<file path="config.mk">
export PLATFORM = sky130hd
export DESIGN_NAME = mm_tag_stream_parser_top_flat
export DESIGN_NICKNAME = d
export VERILOG_FILES = /design/src/rtl/core/mtsp_pkg.sv /design/src/rtl/core/mtsp_channels.sv /design/src/rtl/core/mm_tag_stream_parser_top.sv /design/src/rtl/core/mtsp_front.sv /design/src/rtl/core/mtsp_queue.sv /design/src/rtl/core/mtsp_back.sv /design/src/flat_wrapper.sv
export VERILOG_INCLUDE_DIRS = /design/src /design/src/rtl/core
export SDC_FILE = /design/constraint.sdc
export NUM_CORES = 1
export LEC_CHECK = 0
export ABC_AREA = 1
export ABC_CLOCK_PERIOD_IN_PS = 13100
export BUFFER_PORTS_ARGS = -buffer_cell sky130_fd_sc_hd__buf_2
export CAP_MARGIN = 5
export CELL_PAD_IN_SITES_DETAIL_PLACEMENT = 2
export CELL_PAD_IN_SITES_GLOBAL_PLACEMENT = 2
export CORE_AREA = 3 3 267 269
export DETAILED_ROUTE_END_ITERATION = 16
export DIE_AREA = 0 0 270 272
export GPL_TIMING_DRIVEN = 1
export PLACE_DENSITY = 0.85
export SYNTH_ARGS = -nofsm -noshare
export SYNTH_HDL_FRONTEND = slang
export SYNTH_HIERARCHICAL = 1
export SYNTH_SLANG_ARGS = --single-unit
</file>
<file path="constraint.sdc">
create_clock -name clk -period 13.1 [get_ports clk]
set_input_delay 1.31 -clock clk [delete_from_list [all_inputs] [get_ports clk]]
set_output_delay 1.31 -clock clk [all_outputs]
set_load 0.05 [all_outputs]
</file>
<file path="src/rtl/core/assert_macros.svh">
// assertion macros shared by the tag parser rtl
// no dependencies; included by the files that carry assertions
`ifndef ASSERT_MACROS_SVH
`define ASSERT_MACROS_SVH

// plain invariant, checked on every edge out of reset
`define MTSP_ASSERT(name, clk, rstn, prop, msg) \
  name: assert property (@(posedge clk) disable iff (!rstn) (prop)) \
    else $error(msg);

// implication, overlapping or next-cycle as written by the caller
`define MTSP_ASSERT_IMPL(name, clk, rstn, ante, cons, msg) \
  name: assert property (@(posedge clk) disable iff (!rstn) (ante) |-> (cons)) \
    else $error(msg);

`endif

</file>
<file path="src/rtl/core/mtsp_pkg.sv">
// types and constants for the base-modification tag parser
// no dependencies; used by the channel interfaces and every module
package mtsp_pkg;

  localparam logic [7:0] CH_SEMI  = 8'h3B;
  localparam logic [7:0] CH_QUEST = 8'h3F;
  localparam logic [7:0] CH_DOT   = 8'h2E;
  localparam logic [7:0] CH_COMMA = 8'h2C;
  localparam logic [7:0] CH_MINUS = 8'h2D;
  localparam logic [7:0] CH_ZERO  = 8'h30;
  localparam logic [7:0] CH_NINE  = 8'h39;

  localparam int CODE_ID_W   = 24;
  localparam int DIGIT_CNT_W = 4;
  localparam int SKIP_W      = 32;

  localparam logic [DIGIT_CNT_W-1:0] DIGIT_CNT_MAX = 4'd15;
  localparam logic [SKIP_W-1:0] NUM_CAP     = 32'h8000_0000;
  localparam logic [SKIP_W-1:0] NUM_POS_MAX = 32'h7FFF_FFFF;

  // power of two, pointers wrap naturally
  localparam int QUEUE_DEPTH = 4;
  localparam int QPTR_W      = $clog2(QUEUE_DEPTH);

  typedef enum logic [2:0] {
    SEG_BASE,
    SEG_STRAND,
    SEG_CODE_START,
    SEG_CODE_NUM,
    SEG_CODE_LET,
    SEG_SKIP
  } seg_phase_t;

  typedef enum logic [2:0] {
    SK_EXPECT,
    SK_COMMA,
    SK_MINUS,
    SK_DIGITS,
    SK_STOP
  } skip_phase_t;

  typedef enum logic [1:0] {
    KIND_HEADER = 2'd0,
    KIND_SKIP   = 2'd1,
    KIND_END    = 2'd2
  } item_kind_t;

  typedef enum logic [1:0] {
    FLAG_NONE  = 2'd0,
    FLAG_QUEST = 2'd1,
    FLAG_DOT   = 2'd2
  } code_flag_t;

  // everything one character produces: up to header, skip and end
  typedef struct packed {
    logic                   hdr_v;
    logic                   skip_v;
    logic                   end_v;
    logic [7:0]             base;
    logic [7:0]             strand;
    logic                   numeric;
    logic [CODE_ID_W-1:0]   code;
    logic [DIGIT_CNT_W-1:0] count;
    code_flag_t             flag;
    logic [SKIP_W-1:0]      skip_val;
  } bundle_t;

  typedef struct packed {
    logic full;
    logic empty;
  } q_status_t;

endpackage

</file>
<file path="src/rtl/core/mtsp_channels.sv">
// valid/ready channel interfaces for the tag parser
// depends on mtsp_pkg for field widths
interface mtsp_char_if;
  import mtsp_pkg::*;

  logic       valid;
  logic       ready;
  logic [7:0] text_char;
  logic       final_char;

  modport source (output valid, output text_char, output final_char, input ready);
  modport sink   (input valid, input text_char, input final_char, output ready);
endinterface

interface mtsp_item_if;
  import mtsp_pkg::*;

  logic                          valid;
  logic                          ready;
  logic [1:0]                    item_kind;
  logic [7:0]                    base_char;
  logic [7:0]                    strand_char;
  logic                          code_is_numeric;
  logic [CODE_ID_W-1:0]          code_id;
  logic [DIGIT_CNT_W-1:0]        code_digit_count;
  logic [1:0]                    code_flag;
  logic signed [SKIP_W-1:0]      skip_value;
  logic                          run_end;

  modport source (
    output valid, output item_kind, output base_char, output strand_char,
    output code_is_numeric, output code_id, output code_digit_count,
    output code_flag, output skip_value, output run_end, input ready
  );
  modport sink (
    input valid, input item_kind, input base_char, input strand_char,
    input code_is_numeric, input code_id, input code_digit_count,
    input code_flag, input skip_value, input run_end, output ready
  );
endinterface

</file>
<file path="src/rtl/core/mm_tag_stream_parser_top.sv">
// top level of the base-modification tag parser
// depends on mtsp_pkg, mtsp_channels, mtsp_front, mtsp_queue and mtsp_back
//
// The parser takes one tag character per transaction and can accept a new
// character every cycle while the queue is not full. Each character yields
// zero to three results (header, skip value, segment end), the last marked
// with run_end. The front end parses combinationally and writes the results
// of a character as one bundle into a four-entry queue; the back end sends
// one result per cycle from a registered output while the output is taken,
// and the sustained input rate is one character per cycle as long as results
// average no more than one per character and the output is not stalled. The
// first result of a character passes through the queue and the registered
// output stage before it is presented. Input ready falls only when the queue
// is full. Numeric mod codes saturate at 2^CODE_BITS-1 and are shown in 24
// bits.
module mm_tag_stream_parser_top #(
  parameter int CODE_BITS = 24
) (
  input  logic        clk,
  input  logic        rst_n,
  mtsp_char_if.sink   in_ch,
  mtsp_item_if.source out_ch
);
  import mtsp_pkg::*;

  logic      push, pop;
  bundle_t   push_data, head;
  q_status_t q_st;

  mtsp_front #(
    .CODE_BITS (CODE_BITS)
  ) u_front (
    .clk       (clk),
    .rst_n     (rst_n),
    .in_ch     (in_ch),
    .q_st      (q_st),
    .push      (push),
    .push_data (push_data)
  );

  mtsp_queue u_queue (
    .clk       (clk),
    .rst_n     (rst_n),
    .push      (push),
    .push_data (push_data),
    .pop       (pop),
    .head      (head),
    .q_st      (q_st)
  );

  mtsp_back u_back (
    .clk    (clk),
    .rst_n  (rst_n),
    .head   (head),
    .q_st   (q_st),
    .pop    (pop),
    .out_ch (out_ch)
  );

endmodule

</file>
<file path="src/rtl/core/mtsp_front.sv">
// front end: takes one character per transaction, runs the segment parser
// and writes the resulting bundle into the queue; depends on mtsp_pkg
`include "assert_macros.svh"

module mtsp_front #(
  parameter int CODE_BITS = 24
) (
  input  logic                  clk,
  input  logic                  rst_n,
  mtsp_char_if.sink             in_ch,
  input  mtsp_pkg::q_status_t   q_st,
  output logic                  push,
  output mtsp_pkg::bundle_t     push_data
);
  import mtsp_pkg::*;

  function automatic logic is_digit(input logic [7:0] c);
    return (c >= CH_ZERO) && (c <= CH_NINE);
  endfunction

  function automatic logic num_ok(input logic [SKIP_W-1:0] mag, input logic neg,
                                  input logic ovf);
    return !ovf && (neg || (mag <= NUM_POS_MAX));
  endfunction

  seg_phase_t             seg_r, seg_fed, seg_nxt;
  skip_phase_t            skip_r, skip_fed, skip_nxt;
  logic [7:0]             base_r, base_fed, base_nxt;
  logic [7:0]             strand_r, strand_fed, strand_nxt;
  logic [CODE_BITS-1:0]   code_r, code_fed, code_nxt;
  logic [DIGIT_CNT_W-1:0] cnt_r, cnt_fed, cnt_nxt;
  logic                   num_r, num_fed, num_nxt;
  logic [SKIP_W-1:0]      mag_r, mag_fed, mag_nxt;
  logic                   neg_r, neg_fed, neg_nxt;
  logic                   ovf_r, ovf_fed, ovf_nxt;

  logic [7:0]             ch;
  logic                   accept, is_semi, fin, ch_dig, ch_flag;
  logic [3:0]             ch_val;
  logic                   run_skip, do_start;

  logic [CODE_BITS+3:0]   code_ext, code_prod;
  logic [CODE_BITS-1:0]   code_acc;
  logic [SKIP_W+2:0]      mag_ext, mag_prod;
  logic [SKIP_W-1:0]      mag_acc;
  logic                   mag_sat;

  logic                   feed_hdr, feed_skip, end_hdr, end_skip, end_any;

  assign ch      = in_ch.text_char;
  assign in_ch.ready = !q_st.full;
  assign accept  = in_ch.valid && in_ch.ready;
  assign is_semi = (ch == CH_SEMI);
  assign fin     = is_semi || in_ch.final_char;
  assign ch_dig  = is_digit(ch);
  assign ch_val  = 4'(ch - CH_ZERO);
  assign ch_flag = (ch == CH_QUEST) || (ch == CH_DOT);

  // times ten plus digit, saturating at the code width
  always_comb begin
    code_ext  = (CODE_BITS+4)'(code_r);
    code_prod = (code_ext << 3) + (code_ext << 1) + (CODE_BITS+4)'(ch_val);
    if (code_prod > (CODE_BITS+4)'({CODE_BITS{1'b1}})) begin
      code_acc = {CODE_BITS{1'b1}};
    end else begin
      code_acc = code_prod[CODE_BITS-1:0];
    end
  end

  // skip magnitude times ten plus digit, held at 2^31 on overflow
  always_comb begin
    mag_ext  = (SKIP_W+3)'(mag_r);
    mag_prod = (mag_ext << 3) + (mag_ext << 1) + (SKIP_W+3)'(ch_val);
    mag_sat  = mag_prod > (SKIP_W+3)'(NUM_CAP);
    mag_acc  = mag_sat ? NUM_CAP : mag_prod[SKIP_W-1:0];
  end

  // next state: feed the character, then clear on segment end
  always_comb begin
    seg_fed    = seg_r;
    skip_fed   = skip_r;
    base_fed   = base_r;
    strand_fed = strand_r;
    code_fed   = code_r;
    cnt_fed    = cnt_r;
    num_fed    = num_r;
    mag_fed    = mag_r;
    neg_fed    = neg_r;
    ovf_fed    = ovf_r;
    run_skip   = 1'b0;
    do_start   = 1'b0;
    if (!is_semi) begin
      case (seg_r)
        SEG_BASE: begin
          base_fed = ch;
          seg_fed  = SEG_STRAND;
        end
        SEG_STRAND: begin
          strand_fed = ch;
          seg_fed    = SEG_CODE_START;
        end
        SEG_CODE_START: begin
          if (ch_dig) begin
            num_fed  = 1'b1;
            code_fed = CODE_BITS'(ch_val);
            cnt_fed  = DIGIT_CNT_W'(1);
            seg_fed  = SEG_CODE_NUM;
          end else begin
            num_fed  = 1'b0;
            code_fed = CODE_BITS'(ch);
            cnt_fed  = '0;
            seg_fed  = SEG_CODE_LET;
          end
        end
        SEG_CODE_NUM: begin
          if (ch_dig) begin
            code_fed = code_acc;
            if (cnt_r != DIGIT_CNT_MAX) cnt_fed = cnt_r + 1'b1;
          end else begin
            seg_fed  = SEG_SKIP;
            run_skip = !ch_flag;
          end
        end
        SEG_CODE_LET: begin
          seg_fed  = SEG_SKIP;
          run_skip = !ch_flag;
        end
        SEG_SKIP: begin
          run_skip = 1'b1;
        end
        default: begin
          seg_fed = seg_r;
        end
      endcase

      if (run_skip) begin
        case (skip_r)
          SK_EXPECT: begin
            if (ch == CH_COMMA) skip_fed = SK_COMMA;
            else do_start = 1'b1;
          end
          SK_COMMA: begin
            do_start = 1'b1;
          end
          SK_MINUS: begin
            if (ch_dig) begin
              mag_fed  = SKIP_W'(ch_val);
              skip_fed = SK_DIGITS;
            end else begin
              skip_fed = SK_STOP;
            end
          end
          SK_DIGITS: begin
            if (ch_dig) begin
              mag_fed = mag_acc;
              ovf_fed = ovf_r | mag_sat;
            end else if (!num_ok(mag_r, neg_r, ovf_r)) begin
              skip_fed = SK_STOP;
            end else if (ch == CH_COMMA) begin
              skip_fed = SK_COMMA;
            end else begin
              do_start = 1'b1;
            end
          end
          default: begin
            skip_fed = skip_r;
          end
        endcase
      end

      if (do_start) begin
        ovf_fed = 1'b0;
        if (ch == CH_MINUS) begin
          neg_fed  = 1'b1;
          mag_fed  = '0;
          skip_fed = SK_MINUS;
        end else if (ch_dig) begin
          neg_fed  = 1'b0;
          mag_fed  = SKIP_W'(ch_val);
          skip_fed = SK_DIGITS;
        end else begin
          skip_fed = SK_STOP;
        end
      end
    end

    seg_nxt    = seg_r;
    skip_nxt   = skip_r;
    base_nxt   = base_r;
    strand_nxt = strand_r;
    code_nxt   = code_r;
    cnt_nxt    = cnt_r;
    num_nxt    = num_r;
    mag_nxt    = mag_r;
    neg_nxt    = neg_r;
    ovf_nxt    = ovf_r;
    if (accept) begin
      if (fin) begin
        seg_nxt    = SEG_BASE;
        skip_nxt   = SK_EXPECT;
        base_nxt   = '0;
        strand_nxt = '0;
        code_nxt   = '0;
        cnt_nxt    = '0;
        num_nxt    = 1'b0;
        mag_nxt    = '0;
        neg_nxt    = 1'b0;
        ovf_nxt    = 1'b0;
      end else begin
        seg_nxt    = seg_fed;
        skip_nxt   = skip_fed;
        base_nxt   = base_fed;
        strand_nxt = strand_fed;
        code_nxt   = code_fed;
        cnt_nxt    = cnt_fed;
        num_nxt    = num_fed;
        mag_nxt    = mag_fed;
        neg_nxt    = neg_fed;
        ovf_nxt    = ovf_fed;
      end
    end
  end

  // outputs: which results this character gives
  always_comb begin
    feed_hdr  = !is_semi && (((seg_r == SEG_CODE_NUM) && !ch_dig) || (seg_r == SEG_CODE_LET));
    feed_skip = !is_semi && (seg_r == SEG_SKIP) && (skip_r == SK_DIGITS) && !ch_dig &&
                num_ok(mag_r, neg_r, ovf_r);
    end_hdr   = fin && ((seg_fed == SEG_CODE_NUM) || (seg_fed == SEG_CODE_LET));
    end_skip  = fin && (seg_fed == SEG_SKIP) && (skip_fed == SK_DIGITS) &&
                num_ok(mag_fed, neg_fed, ovf_fed);
    end_any   = end_hdr || (fin && (seg_fed == SEG_SKIP));

    push_data.hdr_v   = feed_hdr || end_hdr;
    push_data.skip_v  = feed_skip || end_skip;
    push_data.end_v   = end_any;
    push_data.base    = base_fed;
    push_data.strand  = strand_fed;
    push_data.numeric = num_fed;
    push_data.code    = CODE_ID_W'(code_fed);
    push_data.count   = cnt_fed;
    push_data.flag    = FLAG_NONE;
    if (feed_hdr && (ch == CH_QUEST)) push_data.flag = FLAG_QUEST;
    else if (feed_hdr && (ch == CH_DOT)) push_data.flag = FLAG_DOT;
    if (feed_skip) begin
      push_data.skip_val = neg_r ? (SKIP_W'(0) - mag_r) : mag_r;
    end else begin
      push_data.skip_val = neg_fed ? (SKIP_W'(0) - mag_fed) : mag_fed;
    end
    push = accept && (push_data.hdr_v || push_data.skip_v || push_data.end_v);
  end

  always_ff @(posedge clk) begin
    if (!rst_n) begin
      seg_r    <= SEG_BASE;
      skip_r   <= SK_EXPECT;
      base_r   <= '0;
      strand_r <= '0;
      code_r   <= '0;
      cnt_r    <= '0;
      num_r    <= 1'b0;
      mag_r    <= '0;
      neg_r    <= 1'b0;
      ovf_r    <= 1'b0;
    end else begin
      seg_r    <= seg_nxt;
      skip_r   <= skip_nxt;
      base_r   <= base_nxt;
      strand_r <= strand_nxt;
      code_r   <= code_nxt;
      cnt_r    <= cnt_nxt;
      num_r    <= num_nxt;
      mag_r    <= mag_nxt;
      neg_r    <= neg_nxt;
      ovf_r    <= ovf_nxt;
    end
  end

  `MTSP_ASSERT_IMPL(a_hdr_from_code, clk, rst_n, push_data.hdr_v,
    (seg_r == SEG_CODE_START) || (seg_r == SEG_CODE_NUM) || (seg_r == SEG_CODE_LET),
    "header produced outside the mod code phases")
  `MTSP_ASSERT_IMPL(a_end_clears, clk, rst_n, accept && fin,
    ##1 ((seg_r == SEG_BASE) && (skip_r == SK_EXPECT)),
    "segment end did not return the parser to its start")

endmodule

</file>
<file path="src/rtl/core/mtsp_queue.sv">
// short bundle queue between the parser front end and the output back end
// depends on mtsp_pkg for the bundle type and depth
`include "assert_macros.svh"

module mtsp_queue (
  input  logic                clk,
  input  logic                rst_n,
  input  logic                push,
  input  mtsp_pkg::bundle_t   push_data,
  input  logic                pop,
  output mtsp_pkg::bundle_t   head,
  output mtsp_pkg::q_status_t q_st
);
  import mtsp_pkg::*;

  bundle_t           mem_r [QUEUE_DEPTH];
  logic [QPTR_W-1:0] wr_ptr_r, wr_ptr_nxt;
  logic [QPTR_W-1:0] rd_ptr_r, rd_ptr_nxt;
  logic [QPTR_W:0]   count_r, count_nxt;

  assign head       = mem_r[rd_ptr_r];
  assign q_st.full  = (count_r == (QPTR_W+1)'(QUEUE_DEPTH));
  assign q_st.empty = (count_r == '0);

  always_comb begin
    wr_ptr_nxt = push ? wr_ptr_r + 1'b1 : wr_ptr_r;
    rd_ptr_nxt = pop ? rd_ptr_r + 1'b1 : rd_ptr_r;
    count_nxt  = count_r;
    if (push && !pop) count_nxt = count_r + 1'b1;
    else if (pop && !push) count_nxt = count_r - 1'b1;
  end

  always_ff @(posedge clk) begin
    if (push) mem_r[wr_ptr_r] <= push_data;
  end

  always_ff @(posedge clk) begin
    if (!rst_n) begin
      wr_ptr_r <= '0;
      rd_ptr_r <= '0;
      count_r  <= '0;
    end else begin
      wr_ptr_r <= wr_ptr_nxt;
      rd_ptr_r <= rd_ptr_nxt;
      count_r  <= count_nxt;
    end
  end

  `MTSP_ASSERT(a_no_overfill, clk, rst_n, !(push && q_st.full),
    "bundle written into a full queue")
  `MTSP_ASSERT(a_no_underrun, clk, rst_n, !(pop && q_st.empty),
    "bundle taken from an empty queue")

endmodule

</file>
<file path="src/rtl/core/mtsp_back.sv">
// back end: splits each queued bundle into result transactions, one per
// cycle unless stalled, via a registered output stage; uses mtsp_pkg
`include "assert_macros.svh"

module mtsp_back (
  input  logic                clk,
  input  logic                rst_n,
  input  mtsp_pkg::bundle_t   head,
  input  mtsp_pkg::q_status_t q_st,
  output logic                pop,
  mtsp_item_if.source         out_ch
);
  import mtsp_pkg::*;

  // bit 0 header, bit 1 skip, bit 2 end
  logic [2:0]             taken_r, taken_nxt;
  logic [2:0]             remain, pick;
  logic                   last, out_free, load;

  logic                   valid_r, valid_nxt;
  item_kind_t             kind_r;
  logic [7:0]             base_r, strand_r;
  logic                   numeric_r;
  logic [CODE_ID_W-1:0]   code_r;
  logic [DIGIT_CNT_W-1:0] count_r;
  code_flag_t             flag_r;
  logic [SKIP_W-1:0]      skip_r;
  logic                   run_end_r;

  always_comb begin
    remain = {head.end_v, head.skip_v, head.hdr_v} & ~taken_r;
    if (remain[0]) pick = 3'b001;
    else if (remain[1]) pick = 3'b010;
    else pick = 3'b100;
    last      = (remain & ~pick) == 3'b000;
    out_free  = !valid_r || out_ch.ready;
    load      = out_free && !q_st.empty;
    pop       = load && last;
    taken_nxt = taken_r;
    if (load) taken_nxt = last ? 3'b000 : (taken_r | pick);
    valid_nxt = load ? 1'b1 : (valid_r && !out_ch.ready);
  end

  always_ff @(posedge clk) begin
    if (!rst_n) begin
      taken_r <= 3'b000;
      valid_r <= 1'b0;
    end else begin
      taken_r <= taken_nxt;
      valid_r <= valid_nxt;
    end
  end

  // payload, header fields only on headers and skip only on skip items
  always_ff @(posedge clk) begin
    if (load) begin
      run_end_r <= last;
      if (pick[0]) begin
        kind_r    <= KIND_HEADER;
        base_r    <= head.base;
        strand_r  <= head.strand;
        numeric_r <= head.numeric;
        code_r    <= head.code;
        count_r   <= head.count;
        flag_r    <= head.flag;
        skip_r    <= '0;
      end else if (pick[1]) begin
        kind_r    <= KIND_SKIP;
        base_r    <= '0;
        strand_r  <= '0;
        numeric_r <= 1'b0;
        code_r    <= '0;
        count_r   <= '0;
        flag_r    <= FLAG_NONE;
        skip_r    <= head.skip_val;
      end else begin
        kind_r    <= KIND_END;
        base_r    <= '0;
        strand_r  <= '0;
        numeric_r <= 1'b0;
        code_r    <= '0;
        count_r   <= '0;
        flag_r    <= FLAG_NONE;
        skip_r    <= '0;
      end
    end
  end

  assign out_ch.valid            = valid_r;
  assign out_ch.item_kind        = kind_r;
  assign out_ch.base_char        = base_r;
  assign out_ch.strand_char      = strand_r;
  assign out_ch.code_is_numeric  = numeric_r;
  assign out_ch.code_id          = code_r;
  assign out_ch.code_digit_count = count_r;
  assign out_ch.code_flag        = flag_r;
  assign out_ch.skip_value       = skip_r;
  assign out_ch.run_end          = run_end_r;

  `MTSP_ASSERT_IMPL(a_head_has_work, clk, rst_n, !q_st.empty, remain != 3'b000,
    "queued bundle with no result left to send")

endmodule

</file>
<file path="src/flat_wrapper.sv">
// flat-port wrapper written by rule: the top's interface ports become plain ports
module mm_tag_stream_parser_top_flat import mtsp_pkg::*;
#(
  parameter int CODE_BITS = 24
)
  (clk, rst_n, in_ch_valid, in_ch_text_char, in_ch_final_char, in_ch_ready, out_ch_valid, out_ch_item_kind, out_ch_base_char, out_ch_strand_char, out_ch_code_is_numeric, out_ch_code_id, out_ch_code_digit_count, out_ch_code_flag, out_ch_skip_value, out_ch_run_end, out_ch_ready);
  mtsp_char_if in_ch_i ();
  mtsp_item_if out_ch_i ();
  input  logic clk;
  input  logic rst_n;
  input wire logic [$bits(in_ch_i.valid)-1:0] in_ch_valid;
  input wire logic [$bits(in_ch_i.text_char)-1:0] in_ch_text_char;
  input wire logic [$bits(in_ch_i.final_char)-1:0] in_ch_final_char;
  output wire logic [$bits(in_ch_i.ready)-1:0] in_ch_ready;
  output wire logic [$bits(out_ch_i.valid)-1:0] out_ch_valid;
  output wire logic [$bits(out_ch_i.item_kind)-1:0] out_ch_item_kind;
  output wire logic [$bits(out_ch_i.base_char)-1:0] out_ch_base_char;
  output wire logic [$bits(out_ch_i.strand_char)-1:0] out_ch_strand_char;
  output wire logic [$bits(out_ch_i.code_is_numeric)-1:0] out_ch_code_is_numeric;
  output wire logic [$bits(out_ch_i.code_id)-1:0] out_ch_code_id;
  output wire logic [$bits(out_ch_i.code_digit_count)-1:0] out_ch_code_digit_count;
  output wire logic [$bits(out_ch_i.code_flag)-1:0] out_ch_code_flag;
  output wire logic [$bits(out_ch_i.skip_value)-1:0] out_ch_skip_value;
  output wire logic [$bits(out_ch_i.run_end)-1:0] out_ch_run_end;
  input wire logic [$bits(out_ch_i.ready)-1:0] out_ch_ready;
  assign in_ch_i.valid = in_ch_valid;
  assign in_ch_i.text_char = in_ch_text_char;
  assign in_ch_i.final_char = in_ch_final_char;
  assign in_ch_ready = in_ch_i.ready;
  assign out_ch_valid = out_ch_i.valid;
  assign out_ch_item_kind = out_ch_i.item_kind;
  assign out_ch_base_char = out_ch_i.base_char;
  assign out_ch_strand_char = out_ch_i.strand_char;
  assign out_ch_code_is_numeric = out_ch_i.code_is_numeric;
  assign out_ch_code_id = out_ch_i.code_id;
  assign out_ch_code_digit_count = out_ch_i.code_digit_count;
  assign out_ch_code_flag = out_ch_i.code_flag;
  assign out_ch_skip_value = out_ch_i.skip_value;
  assign out_ch_run_end = out_ch_i.run_end;
  assign out_ch_i.ready = out_ch_ready;
  mm_tag_stream_parser_top #(.CODE_BITS(CODE_BITS)) u_core (.clk(clk), .rst_n(rst_n), .in_ch(in_ch_i), .out_ch(out_ch_i));
endmodule
</file>
---- Yosys cells after proc, flatten, opt, wreduce, memory -nomap -nowiden ----
Memories as Yosys holds them, arrays and structs flattened. A register that Yosys moved wholly into a read port is not among the register bits.
Index checks and enable logic that the tools add are counted.
word-level totals
  input port bits ......................... 13
  register bits after elaboration ......... 178
  memories ................................ 1
  word-level logic and storage cells ...... 202
  output and inout bits ................... 84
  RAM bits ................................ 328
memory list
  memory                depth  width  read ports  clocked after memory_dff  write ports  line              RTL
  u_core.u_queue.mem_r  4      82     1           1                         1            mtsp_queue.sv:16  bundle_t mem_r [QUEUE_DEPTH];
operators by class
  bitwise logic cells ..................... 7
  add/subtract/negate cells ............... 12
  magnitude comparators ................... 6
  equal/unequal tests ..................... 19
  reductions and logical operators ........ 51
  multiplexer cells ....................... 82
operators by type and width
  cell                                                                                number
  32-bit 2-to-1 mux                                                                   12
  24-bit 2-to-1 mux                                                                   4
  32-bit by 31-bit less-or-equal comparator with 1-bit output, second input constant  2
  32-bit one-hot mux with 2 select lines                                              1
  1-bit by 32-bit subtractor with 32-bit output, first input constant                 2
  8-bit 2-to-1 mux                                                                    7
  3-bit 2-to-1 mux                                                                    17
  24-bit one-hot mux with 2 select lines                                              1
  8-bit by 6-bit equality test with 1-bit output, second input constant               5
  35-bit by 33-bit adder with 35-bit output                                           1
  35-bit by 4-bit adder with 35-bit output                                            1
  35-bit by 32-bit greater-than comparator with 1-bit output, second input constant   1
  27-bit by 25-bit adder with 28-bit output                                           1
  28-bit by 4-bit adder with 28-bit output                                            1
  28-bit by 24-bit greater-than comparator with 1-bit output, second input constant   1
  1-bit 2-to-1 mux                                                                    26
  1-bit logical AND                                                                   22
  3-bit by 2-bit equality test with 1-bit output, second input constant               6
  4-bit 2-to-1 mux                                                                    4
  3-bit equality test, second input constant                                          5
  3-bit one-hot mux with 5 select lines                                               1
  3-bit zero test                                                                     4
  1-bit logical OR                                                                    12
  1-bit zero test                                                                     11
  20 further kinds                                                                    29

---- Longest topological paths before layout ----
  word-level depth ........................ 23
  depth in mapped cells ................... 37
  mapped depth without buffers ............ 36

---- Modules after synthesis ----
Netlist, hierarchy kept.
by module, submodules not included
  module      instances  cells an instance  seq. area each (µm²)  area an instance (µm²)
  mtsp_front  1          2313               1701.6                12801.0
  mtsp_queue  1          851                10029.6               12698.4
  mtsp_back   1          285                2542.4                3403.3

---- Least setup slack after synthesis ----
No wires, ideal clock.
  path type ............................... input -> register
  from .................................... input in_ch_text_char[3]
  to ...................................... memory u_core/u_queue/mem_r[0][0] (netlist name) (enable)
  required time ........................... 12664 ps
  stages .................................. 26
  arrival time ............................ 5760 ps
  buffers on the path ..................... 0
  path slack .............................. 6904 ps
  library setup time ...................... 436 ps
  path through ............................ inv_1 -> fa_1 -> fa_1 -> inv_1 -> nand2_1 -> nand2_1 -> nand3_1 -> nand2_1 -> nand2_1 -> nand2_1 -> nand3_1 -> nand2_1 -> nand2_1 -> nand2_1 -> nand2_1 -> nor2_2 -> nand3_2 -> nand3_2 -> o31ai_1 -> nand2_1 -> o2111ai_1 -> nand2_1 -> o31ai_1 -> inv_1 -> nand2_1 -> inv_1
RTL lines
  item                line                RTL
  start: declaration  flat_wrapper.sv:12  input wire logic [$bits(in_ch_i.text_char)-1:0] in_ch_text_char;
  end: declaration    mtsp_queue.sv:16

==> metrics.md <==
| Metric | Value |
|---|---|
| CORE AREA | 68830 µm² |
| Avg Inst Size Synth | 8.380 µm² |
| Top sig layer | met5 |
| Hold Crit Depth | 2 |
| Post-CTS Setup Repair Bufs | 0 |
| ANT nets after route | 0 |
| Met1 wire length | 50550 µm |
| Status | finished, final reports clean |
| Async S/R FF share, synth | 0 |
| Critical Path Start Type | primary input |
| Metal3 WL | 6150 µm |
| R2r worst-path depth | 26 |
| Pins over their slew limit | 0 |
| H-tree depth reported by CTS | 2 |
| Total length of routed wires | 119700 µm |
| Nets | 3626 |
| Share of cells above drive strength 1 | 0.1082 |
| Hold WC Path Type | flip-flop to flip-flop |
| Post-CTS Hold Fix Bufs | 0 |
| Mapped Area | 28900 µm² |
| Avg WL per Cell | 26.82 µm |
| Worst Tran Pin Value | 1.363 ns |
| Post-synth EDFFs | 410 |
| Top_reg_cell synth | edfxtp_1 |
| # DRC | 0 |
| Syn Nets | 3586 |
| #FFs+latches synth | 508 |
| Cts bufs inserted | 52 |
| PD cells | 163.6 nW/µm² |
| Core Rows | 96 |
| CP required | 13.32 ns |
| Max-cap violations | 0 |
| Vias | 25980 |
| Post-route design area | 31720 µm² |
| Post-cts repair resize count | 0 |
| CTS max path bufs | 3 |
| Pre-antenna DRT Iters | 6 |
| RSZ-0062 raised after global routing | no |
| Antenna Cells | 0 |
| Clock root buffer | clkbuf_16 |
| Vias per cell | 5.820 |
| Worst R2R Start | u_core/u_front/mag_r[0]$_SDFFE_PN0P_ |
| First-pass GRT wire length | 182300 µm |
| Worst Setup Path Type | primary input to flip-flop |
| # setup viols final | 0 |
| Tmin final | 6.861 ns |
| Post-DP HPWL | 80330 µm |
| Initial antenna violation count | 2 |
| Crit end category | flip-flop |
| WP data arrival | 7.08 ns |
| Yosys warns | 6 |
| DIE WIDTH | 270 µm |
| Fin Clk Skew | 0.04140 ns |
| Grt total ovfl | 0 |
| Total die area | 73440 µm² |
| Fin Setup TNS | 0 ns |
| Worst-Skew Late Latency | 0.65 ns |
| Routed wl met2 | 58360 µm |
| Count of unique library cells instantiated by Yosys | 65 |
| Placed Instance Area | 29980 µm² |
| Register area share after synthesis | 0.4939 |
| CTS tree | done |
| Total GRT Usage | 0.3215 |
| GP Congestion | 0.8950 |
| Final period utilization | 0.5238 |
| Initial core utilization | 0.4199 |
| Slew headroom | 0.08151 |
| Initial DRC Count | 2292 |
| Hold EP | u_core/u_front/base_r[4]$_SDFFE_PN0P_ |
| Leakage | 0.01344 µW |
| Clock Sinks | 508 |
| Buffers on Ports | 96 |
| Fillcell total | 7634 |
| Final Hold Viols | 0 |
| Start point of the worst hold path | u_core/u_front/base_r[4]$_SDFFE_PN0P_ |
| Peak Freq | 145.7 MHz |
| Number of global-route vias before repair | 28300 |
| Die Ht | 272 µm |
| Setup slack, reg-to-reg | 6.59 ns |
| Area grow syn2layout | 9.732% |
| CTS clk-pin slew, worst paths | 0.07 ns |
| Cells after Synth | 3449 |
| Io pins | 97 |
| Largest net degree at the start of global routing | 101 |
| Worst reg2reg path endpoint | u_core/u_queue/mem_r[1][15]$_DFFE_PP_ |
| VDD IR max | 179.1 µV |
| Crit-path max FO | 62 |
## placed cells by master, fill, tap and decap left out, types with 15 or more instances in the layout
master / synthesis / routed
clkbuf_16: 0 / 55
nand3_1: 131 / 131
o21ai_2: 24 / 24
nand2_1: 832 / 831
buf_2: 28 / 97
nor2_1: 441 / 440
o22ai_1: 84 / 84
nor3_1: 27 / 27
o21ai_0: 180 / 180
edfxtp_1: 410 / 410
inv_2: 24 / 26
o21ai_1: 80 / 80
buf_4: 12 / 28
nand4_1: 19 / 19
a21oi_2: 16 / 15
dfxtp_1: 98 / 96
or2_2: 17 / 17
inv_1: 368 / 362
a21oi_1: 236 / 236
ha_1: 119 / 119
nand2_2: 27 / 27
xor2_1: 42 / 42
clkinv_1: 3 / 16
nor2_2: 26 / 26
## power by group
group | leakage, µW | switching, µW | internal, µW
Combinational | 0.00798 | 1260 | 278
Clock | 0.000844 | 711 | 867
Sequential | 0.00461 | 74.8 | 2000
## how the worst max path moves through the flow
stage | to | slack [ns] | cells past startpoint | from
5_1_grt | u_core/u_queue/mem_r[1][15]$_DFFE_PP_ | 5.91 | 24 | in_ch_text_char[6]
3_3_place_gp | u_core/u_queue/mem_r[0][14]$_DFFE_PP_ | 6.20 | 26 | in_ch_text_char[6]
4_1_cts | u_core/u_queue/mem_r[2][14]$_DFFE_PP_ | 6.29 | 26 | in_ch_text_char[6]
2_1_floorplan | u_core/u_queue/mem_r[0][0]$_DFFE_PP_ | 6.90 | 26 | in_ch_text_char[3]
3_5_place_dp | u_core/u_queue/mem_r[1][19]$_DFFE_PP_ | 5.74 | 26 | in_ch_text_char[6]
6_report | u_core/u_queue/mem_r[2][14]$_DFFE_PP_ | 6.24 | 26 | in_ch_text_char[6]
## sequential cells by signal, summed over array words and instances, names as in the netlist, 8 cells and up, named ones only
register and count:
u_core/u_queue/mem_r 328, u_core/u_back/out_ch.skip_value 32, u_core/u_front/mag_r 32, u_core/u_back/out_ch.code_id 24, u_core/u_front/code_r 24, u_core/u_back/out_ch.base_char 8
u_core/u_back/out_ch.strand_char 8, u_core/u_front/base_r 8, u_core/u_front/strand_r 8
## area by class of cell
| cell class | instances | area, µm² | area share |
|---|---|---|---|
| timing repair buffer | 125 | 695.7 | 0.02193 |
| multi-input combinational | 2405 | 12350 | 0.3893 |
| clock inverter | 36 | 331.6 | 0.01045 |
| inverter | 397 | 1500 | 0.04730 |
| sequential | 508 | 14280 | 0.4502 |
| tap | 931 | 1165 | 0.03673 |
| clock buffer | 61 | 1399 | 0.04411 |
## worst max-delay path: stages
cell       delay [ns]
buf_2            0.13
nor2_1           0.24
nand3_1          0.31
inv_2            0.17
nand2_2          0.05
buf_4            0.28
inv_2            0.08
buf_4            0.39
o22ai_2          0.17
nand3_1          0.10
nand2_1          0.10
inv_2            0.06
buf_4            0.53
nor2_1           0.12
inv_1            0.15
o31ai_1          0.08
o21ai_0          0.16
inv_1            0.09
nor3_1           0.14
o2111ai_1        0.25
nand2_1          0.26
o31ai_1          0.11
inv_1            0.24
nand2_1          0.14
clkinv_2         0.35
buf_4            0.83
## Yosys cell counts, types with 8 or more instances
library cell  number  area share
a21oi_2           16      0.0048
inv_1            368       0.048
ha_1             119       0.052
edfxtp_1         410        0.43
nor2_2            26      0.0056
nor3_1            27      0.0047
buf_2             28      0.0048
nand2_2           27      0.0058
clkbuf_1          62      0.0081
inv_2             24      0.0031
a21oi_1          236       0.041
buf_1             12      0.0016
nor2_1           441       0.057
nand4_1           19      0.0041
buf_6             22      0.0086
nand2_1          832        0.11
o21ai_1           80       0.014
xnor2_1            8      0.0024
buf_4             12      0.0031
or2_2             17      0.0037
o21ai_2           24      0.0073
o21ai_0          180       0.031
o22ai_1           84       0.018
dfxtp_1           98       0.068
xor2_1            42       0.013
nand3_1          131       0.023
nand3b_1          11      0.0029
## through the flow
stage | instances | hold WS [ns] | util | setup slack (ns) | total power [µW]
after floorplan | 3449 | 0.4115 | - | 6.904 | 3174
after global placement | 4365 | 0.4215 | 0.4356 | 6.199 | 3459
after detailed placement | 4365 | 0.4661 | 0.4356 | 5.738 | 3590
after CTS | 4462 | 0.5032 | 0.4607 | 6.292 | 5208
after global routing | 4463 | 0.5203 | 0.4608 | 5.910 | 5355
final | 4463 | 0.5087 | 0.4608 | 6.239 | 5190
## metal layers
metal  track usage  vias to the layer above
li1              -                    11540
met1        0.4163                    13270
met2        0.5513                      892
met3       0.03876                      271
met4        0.1240                        2
met5             0                        -
## kinds of logic (layout without fill, tap and decap cells)
family                     Yosys count  in the layout  share of synthesized area
AOI/OAI and AO/OA                  661            661                     0.1287
DFF                                508            508                     0.4939
xor gates and xnor gates            50             50                    0.01515
adders and majority gates          124            124                    0.05498
buffers and inverters              536            619                    0.07978
and+or+nand+nor                   1567           1567                     0.2265
muxes                                3              3                   0.001039
Note: power is estimated with default switching activity, not from simulation.
